--- src/sv/tccw_pkg.sv ---
// ----------------------------------------------------------------------------
// tccw_pkg
// Shared types, codes and constants of the text console cell writer.
// ----------------------------------------------------------------------------
package tccw_pkg;

	localparam int DEF_CELL_COUNT = 2048;
	localparam int DEF_TAB_SPACES = 4;
	localparam int QUEUE_DEPTH    = 2;

	localparam int COL_W  = 7;
	localparam int ROW_W  = 5;
	localparam int COLR_W = 4;
	localparam int CELL_W = 16;
	localparam int CHAR_W = 8;
	localparam int ADDR_W = 11;
	localparam int IDX_W  = 12;   // holds any col + row * columns
	localparam int CNT_W  = 7;    // glyphs left in a tab or newline run
	localparam int CFG_W  = 7;

	localparam logic [1:0] ACT_PUT   = 2'd0;
	localparam logic [1:0] ACT_CLEAR = 2'd1;
	localparam logic [1:0] ACT_READ  = 2'd2;

	localparam logic [CHAR_W-1:0] CHAR_TAB   = 8'h09;
	localparam logic [CHAR_W-1:0] CHAR_LF    = 8'h0a;
	localparam logic [CHAR_W-1:0] CHAR_CR    = 8'h0d;
	localparam logic [CHAR_W-1:0] CHAR_SPACE = 8'h20;

	localparam logic [COL_W-1:0]  RST_COLUMNS = 7'd80;
	localparam logic [ROW_W-1:0]  RST_ROWS    = 5'd25;
	localparam logic [COLR_W-1:0] RST_FORE    = 4'd7;
	localparam logic [COLR_W-1:0] RST_BACK    = 4'd0;

	typedef enum logic [1:0] {
		REG_COLUMNS,
		REG_ROWS,
		REG_FORE,
		REG_BACK
	} reg_idx_t;

	typedef enum logic [2:0] {
		CMD_GLYPH,
		CMD_TAB,
		CMD_CR,
		CMD_NL,
		CMD_CLEAR,
		CMD_READ,
		CMD_NOP
	} cmd_kind_t;

	typedef enum logic [2:0] {
		ST_IDLE,
		ST_GLYPH,
		ST_SC_RD,
		ST_SC_WR,
		ST_BLANK,
		ST_FILL,
		ST_RD_WAIT,
		ST_DONE
	} state_t;

	typedef struct packed {
		logic [1:0]        action;
		logic [CHAR_W-1:0] char_code;
		logic [ADDR_W-1:0] cell_address;
	} in_t;

	typedef struct packed {
		logic [ADDR_W-1:0] cursor_pos;
		logic [COL_W-1:0]  cursor_col;
		logic [ROW_W-1:0]  cursor_row;
		logic [CELL_W-1:0] read_cell;
	} out_t;

	typedef struct packed {
		cmd_kind_t         kind;
		logic [CHAR_W-1:0] ch;
		logic [ADDR_W-1:0] addr;
	} cmd_t;

endpackage

--- src/sv/tccw_front.sv ---
// ----------------------------------------------------------------------------
// tccw_front
// Accepts input items, classifies them into commands and queues them
// for the back end.
// ----------------------------------------------------------------------------
module tccw_front (
	input  logic           clk,
	input  logic           arst_n,
	input  logic           in_valid,
	output logic           in_stall,
	input  tccw_pkg::in_t  in_item,
	input  logic           q_pop,
	output logic           q_valid,
	output tccw_pkg::cmd_t q_cmd
);
	import tccw_pkg::*;

	localparam int PW = (QUEUE_DEPTH > 1) ? $clog2(QUEUE_DEPTH) : 1;
	localparam int CW = $clog2(QUEUE_DEPTH + 1);

	cmd_t            slot_q [QUEUE_DEPTH];
	logic [PW-1:0]   wr_ptr_q, rd_ptr_q;
	logic [CW-1:0]   count_q;
	logic            push;
	cmd_t            cmd_in;

	function automatic cmd_kind_t classify(input in_t it);
		cmd_kind_t k;
		k = CMD_NOP;
		case (it.action)
			ACT_PUT: begin
				if (it.char_code == CHAR_TAB)
					k = CMD_TAB;
				else if (it.char_code == CHAR_CR)
					k = CMD_CR;
				else if (it.char_code == CHAR_LF)
					k = CMD_NL;
				else
					k = CMD_GLYPH;
			end
			ACT_CLEAR: k = CMD_CLEAR;
			ACT_READ:  k = CMD_READ;
			default:   k = CMD_NOP;
		endcase
		return k;
	endfunction

	function automatic logic [PW-1:0] ptr_inc(input logic [PW-1:0] p);
		return (p == PW'(QUEUE_DEPTH - 1)) ? '0 : p + PW'(1);
	endfunction

	assign in_stall = (count_q == CW'(QUEUE_DEPTH));
	assign q_valid  = (count_q != '0);
	assign push     = in_valid && !in_stall;
	assign q_cmd    = slot_q[rd_ptr_q];

	always_comb begin
		cmd_in.kind = classify(in_item);
		cmd_in.ch   = in_item.char_code;
		cmd_in.addr = in_item.cell_address;
	end

	always_ff @(posedge clk or negedge arst_n) begin
		if (!arst_n) begin
			wr_ptr_q <= '0;
			rd_ptr_q <= '0;
			count_q  <= '0;
		end else begin
			if (push)
				wr_ptr_q <= ptr_inc(wr_ptr_q);
			if (q_pop)
				rd_ptr_q <= ptr_inc(rd_ptr_q);
			case ({push, q_pop})
				2'b10:   count_q <= count_q + CW'(1);
				2'b01:   count_q <= count_q - CW'(1);
				default: count_q <= count_q;
			endcase
		end
	end

	always_ff @(posedge clk) begin
		if (push)
			slot_q[wr_ptr_q] <= cmd_in;
	end

endmodule

--- config.mk ---
export PLATFORM = sky130hd
export DESIGN_NAME = tccw_front
export DESIGN_NICKNAME = d
export VERILOG_FILES = /design/src/sv/tccw_pkg.sv /design/src/sv/tccw_front.sv
export SDC_FILE = /design/constraint.sdc
export NUM_CORES = 1
export LEC_CHECK = 0
export BUFFER_PORTS_ARGS = -buffer_cell sky130_fd_sc_hd__buf_4
export CAP_MARGIN = 20
export CORE_MARGIN = 3
export CORE_UTILIZATION = 58
export CTS_BUF_LIST = sky130_fd_sc_hd__clkbuf_8
export DETAILED_ROUTE_END_ITERATION = 16
export PLACE_DENSITY = 0.87
export SLEW_MARGIN = 25
export SYNTH_ARGS = -nofsm -noshare
export SYNTH_HDL_FRONTEND = slang
export SYNTH_SLANG_ARGS = --single-unit
--- constraint.sdc ---
create_clock -name clk -period 6.12 [get_ports clk]
set_clock_uncertainty 0.1 [all_clocks]
set_input_delay 1.224 -clock clk [delete_from_list [all_inputs] [get_ports clk]]
set_output_delay 1.224 -clock clk [all_outputs]
set_load 0.02 [all_outputs]
==> out/results.tsv, run 1 <==
metric	value	unit
status	completed	
cts_tree	yes	
clkLatencyLatePin	290	ps
antenna_found_initial	0	
clk_pin_slew_worst_paths	80	ps
postCtsSetupBuffers	0	
numCtsBuffers	5	
cp_data_required_time	4800	ps
clock-root-buffer	clkbuf_8	
dp_hpwl	2190	µm
drt-pass1-iter-count	4	
vdd_drop_max	0.293	mV
synth_top_area_cell	edfxtp_1	
synthCells	98	
vias	986	
dieArea	3920	µm²
initial_utilization	0.642	
antennaDiodeCount	0	
clk_path_buf_depth	2	
wire_per_inst	15.8	µm
grt_max_degree	24	
die_w	62.6	µm
finalHoldViolCount	0	
rsz0062_at_grt	no	
fp.dieH	62.6	µm
multi_input_area	410	µm²
seqCellArea	1420	µm²
drive_gt1_frac	0.520	
drc_errors	0	
ys_seq_area_frac	0.764	
syn_avg_cell_area	19.0	µm²
crit_fanout	23	
clock-sinks	48	
slew_headroom	0.366	
ctsResizeCount	0	
grt_usage	0.171	
layout.nets	178	
gp_congestion	0.746	
grt_pass1_wl	4990	µm
regToRegStartpoint	count_q[0]	
critPathLaunch	rd_ptr_q	
synth_nets	125	
synth_top_area_frac	0.710	
ys_types	19	
period_minus_slack	3170	ps
slew_viol_final	0	
core_area	2900	µm²
final_common_cell	buf_4	
worstHoldStart	count_q[1]	
final_util	0.807	
critical_path_arrival	1850	ps
antenna_left	0	
finalWirelength	3070	µm
fillers	170	
power_density	456	nW/µm²
period_share	0.519	
maxCapViolations	0	
drtIter0Drc	24	
yosysWarnings	0	
avgViaCountPerCell	5.08	
syn2layout_area_growth	25.8	%
hold_class	reg -> reg	
leakage	0.907	nW
portBuffers	48	
finalSetupViolCount	0	
holdBufCountCts	0	
crit_path_end_kind	primary output	
grt_pass1_vias	1056	
synth-seq-cells	48	
start_kind	register	
layout_common_cells	buf_4, edfxtp_1, mux2_2, inv_1, clkbuf_8	
syn-cell-area	1860	µm²
critPathKind	reg -> out	
grt_overflow	0	
synthTopCellsByArea	edfxtp_1, mux2_2, dfrtp_1	
std_cell_rows	19	
tns	0	ps
io_pins	49	
max_freq	315	MHz
cts_max_level	2	
worst_slew_pin_slew	951	ps
[report_power, final]
part / switching [mW] / internal (mW) / leakage (nW)
Combinational: 0.198 / 0.191 / 0.401
Clock: 0.0937 / 0.0769 / 0.0505
Sequential: 0.0559 / 0.451 / 0.455
Total: 0.348 / 0.719 / 0.907
[worst paths after layout]
path                                     end  slack (ps)  cells past startpoint
worst max register to register  slot_q[0][9]        4380                      3
worst min-delay path              count_q[1]         420                      1
max in group asynchronous           wr_ptr_q        5200                      1
worst min register to register    count_q[1]         420                      1
worst max-delay path                q_cmd[2]        2950                      2
min in group asynchronous         count_q[1]         610                      1
[flip-flops by register name, indices dropped and copies added, names as in the netlist]
register,count
wr_ptr_q,1
slot_q,44
count_q,2
rd_ptr_q,1
[cell usage after synthesis]
| master | n |
|---|---|
| edfxtp_1 | 44 |
| mux2_2 | 22 |
| dfrtp_1 | 4 |
| inv_1 | 4 |
| nor2_1 | 3 |
| xnor2_1 | 3 |
| buf_6 | 2 |
| ha_1 | 2 |
| nor2b_1 | 2 |
| o22ai_1 | 2 |
| xor2_1 | 2 |
| and3_1 | 1 |
| mux2i_1 | 1 |
| nand2_1 | 1 |
| nand2b_1 | 1 |
| nand3_1 | 1 |
| nor4_1 | 1 |
| o21ai_0 | 1 |
| or2_2 | 1 |
[stage by stage]
step / area (µm²) / hold slack, ps / power [mW] / std cells / setup slack, ps
3_5_place_dp: 2260 / 394 / 0.909 / 186 / 3250
4_1_cts: 2340 / 410 / 1.08 / 194 / 2910
5_1_grt: 2340 / 436 / 1.12 / 194 / 2820
2_1_floorplan: 1860 / 357 / 0.755 / 98 / 3360
3_3_place_gp: 2250 / 371 / 0.892 / 186 / 3260
6_report: 2340 / 417 / 1.07 / 194 / 2950
[critical path, stage by stage (launching register included)]
cell and delay [ps]:
dfrtp_1 970, mux2_2 430, buf_4 160
[cell type report]
cell class	instances	area share
clock buffers	5	0.0294
flip-flops and latches	48	0.607
multi-input cells	44	0.175
repair buffers	48	0.154
well taps	42	0.0224
inverters	4	0.00641
clock inverters	3	0.00534
[metal layers]
layer	wire, µm	track usage
met1	1300	0.200
met2	1560	0.294
met3	162	0.0522
met4	44	0.0661
met5	0	0
[cell families (layout without fill, tap and decap cells)]
logic type               Yosys count  in the layout  synth area share
AO/OA/AOI/OAI                      3              3           0.00941
XOR/XNOR                           5              5            0.0235
adder cells (fa/ha/maj)            2              2            0.0134
buffers and inverters              6             60            0.0202
flip-flops                        48             48             0.764
multiplexers                      23             23             0.139
AND/OR/NAND/NOR                   11             11            0.0309
Power figures use the tool's default switching activity.
==> inputs of run 2 (changes only) <==
--- a/config.mk
+++ b/config.mk
@@ -8,10 +8,10 @@
 export BUFFER_PORTS_ARGS = -buffer_cell sky130_fd_sc_hd__buf_4
 export CAP_MARGIN = 20
 export CORE_MARGIN = 3
-export CORE_UTILIZATION = 58
+export CORE_UTILIZATION = 48
 export CTS_BUF_LIST = sky130_fd_sc_hd__clkbuf_8
 export DETAILED_ROUTE_END_ITERATION = 16
-export PLACE_DENSITY = 0.87
+export PLACE_DENSITY = 0.77
 export SLEW_MARGIN = 25
 export SYNTH_ARGS = -nofsm -noshare
 export SYNTH_HDL_FRONTEND = slang
==> constraint.sdc (replaced) <==
create_clock -name clk -period 2.8 [get_ports clk]
set_clock_uncertainty 0.1 [all_clocks]
set_input_delay 0.56 -clock clk [delete_from_list [all_inputs] [get_ports clk]]
set_output_delay 0.56 -clock clk [all_outputs]
set_load 0.02 [all_outputs]
==> run 2 against run 1 <==
- clock power grew to 2.7 times the previous value
- sequential power increased by 110%
- critical path depth rose by 1
- critical path type unchanged
==> out/results.tsv, run 2 (synthesized netlist as in run 1, its figures left out) <==
metric	value	unit
status	completed	
vdd_drop_max	0.523	mV
drive_gt1_frac	0.519	
antenna_found_initial	0	
fp.dieH	68.3	µm
avgViaCountPerCell	4.99	
syn2layout_area_growth	28.9	%
start_kind	register	
antenna_left	0	
fin_ws	639	ps
grt_max_degree	23	
grt_pass1_wl	4740	µm
place_area	2280	µm²
worst_slew_pin_slew	627	ps
slew_viol_final	0	
hold_class	in -> reg	
crit_path_end_kind	primary output	
dp_hpwl	2180	µm
final_common_cell	buf_4	
grt_usage	0.144	
clock-sinks	48	
vias	1008	
reg2reg_to	slot_q[0][20]	
drt-pass1-iter-count	4	
layout.nets	182	
critPathKind	reg -> out	
critical_path_arrival	1500	ps
io_pins	49	
largest_register_ffs	44	
max_freq	463	MHz
regToRegStartpoint	count_q[0]	
drtIter0Drc	24	
portBuffers	48	
finalWirelength	3050	µm
worstRegToRegCells	4	
clk_pin_slew_worst_paths	80	ps
std_cell_rows	21	
rsz0062_at_grt	no	
period_minus_slack	2160	ps
max_flop_register	slot_q	
wl_met3	122	µm
clk_path_buf_depth	2	
clkLatencyLatePin	280	ps
finalHoldViolCount	0	
fillers	256	
place_ws	789	ps
drc_errors	0	
dieArea	4660	µm²
crit_fanout	22	
cts_max_level	2	
postLayoutCellArea	2400	µm²
tns	0	ps
grt_pass1_vias	1028	
gp_congestion	0.721	
period_share	0.772	
maxCapViolations	0	
grt_overflow	0	
wire_per_inst	15.1	µm
holdPathStages	1	
m1WireLength	1190	µm
finalSetupViolCount	0	
highest_layer	met4	
cp_data_required_time	2140	ps
numCtsBuffers	5	
finalPower	2.43	mW
worstHoldEndpoint	slot_q[1][6]	
die_w	68.3	µm
postCtsSetupBuffers	0	
core_area	3520	µm²
dr_wl_met2	1690	µm
slew_headroom	0.582	
antennaDiodeCount	0	
cts_tree	yes	
top_regs	slot_q x44, count_q x2	
clock-root-buffer	clkbuf_8	
layout_common_cells	buf_4, edfxtp_1, mux2_2, inv_1, clkbuf_8	
leakage	0.936	nW
initial_utilization	0.528	
worstHoldStart	in_item[6]	
ff2ff_setup_slack	880	ps
power_density	1020	nW/µm²
## run 2: changes by cell type in the layout (fill, tap and decap cells not counted)
cell / before / now
bufinv_16: 0 / 1
and3_1: 0 / 1
and3_2: 1 / 0
dlygate4sd3_1: 0 / 1
buf_4: 48 / 51
nor2_2: 0 / 1
clkinv_2: 1 / 0
nor2_4: 1 / 0
## run 2: critical path: stages, from the launching register on
cell     delay (ps)
dfrtp_1         360
buf_4           300
mux2_2          380
buf_4           160
## run 2: timing repair
action	in CTS	in global routing
endpoints found under the setup margin	0	0
hold buffers	1	0
resized for setup	0	0
endpoints found under the hold margin	4	0
## run 2: report_power, final
group	internal, mW	switching, mW
Clock	0.260	0.201
Sequential	0.986	0.0588
Combinational	0.433	0.495
Total	1.68	0.755
## run 2: worst max-delay path by stage
stage                         from             to  slack (ps)  cells after the start
final                     rd_ptr_q      q_cmd[11]         640                      3
after global placement    in_valid  slot_q[0][13]         860                      4
after detailed placement  in_valid  slot_q[0][13]         790                      4
after floorplan           in_valid   slot_q[0][0]         700                      2
after CTS                 rd_ptr_q      q_cmd[21]         620                      3
after global routing      rd_ptr_q      q_cmd[12]         570                      3
## run 2: per-stage QoR
| step | cells | hold slack [ps] | util |
|---|---|---|---|
| 5_1_grt | 202 | 340 | 0.681 |
| 6_report | 202 | 356 | 0.681 |
| 4_1_cts | 202 | 347 | 0.681 |
| 3_5_place_dp | 193 | 260 | 0.648 |
| 2_1_floorplan | 98 | 164 | - |
| 3_3_place_gp | 193 | 257 | 0.648 |
## run 2: metal layers
layer	vias up	global-route usage
met1	492	0.167
met2	26	0.262
met5	-	0
li1	485	-
met3	5	0.0246
met4	0	0.0596
## run 2: layout make-up
type	count	area (µm²)	area share
clock buffers	5	68.8	0.0287
clock inverters	3	37.5	0.0157
inverters	4	15.0	0.00626
multi-input cells	44	404	0.169
flip-flops and latches	48	1420	0.593
well taps	46	57.6	0.0240
repair buffers	52	393	0.164
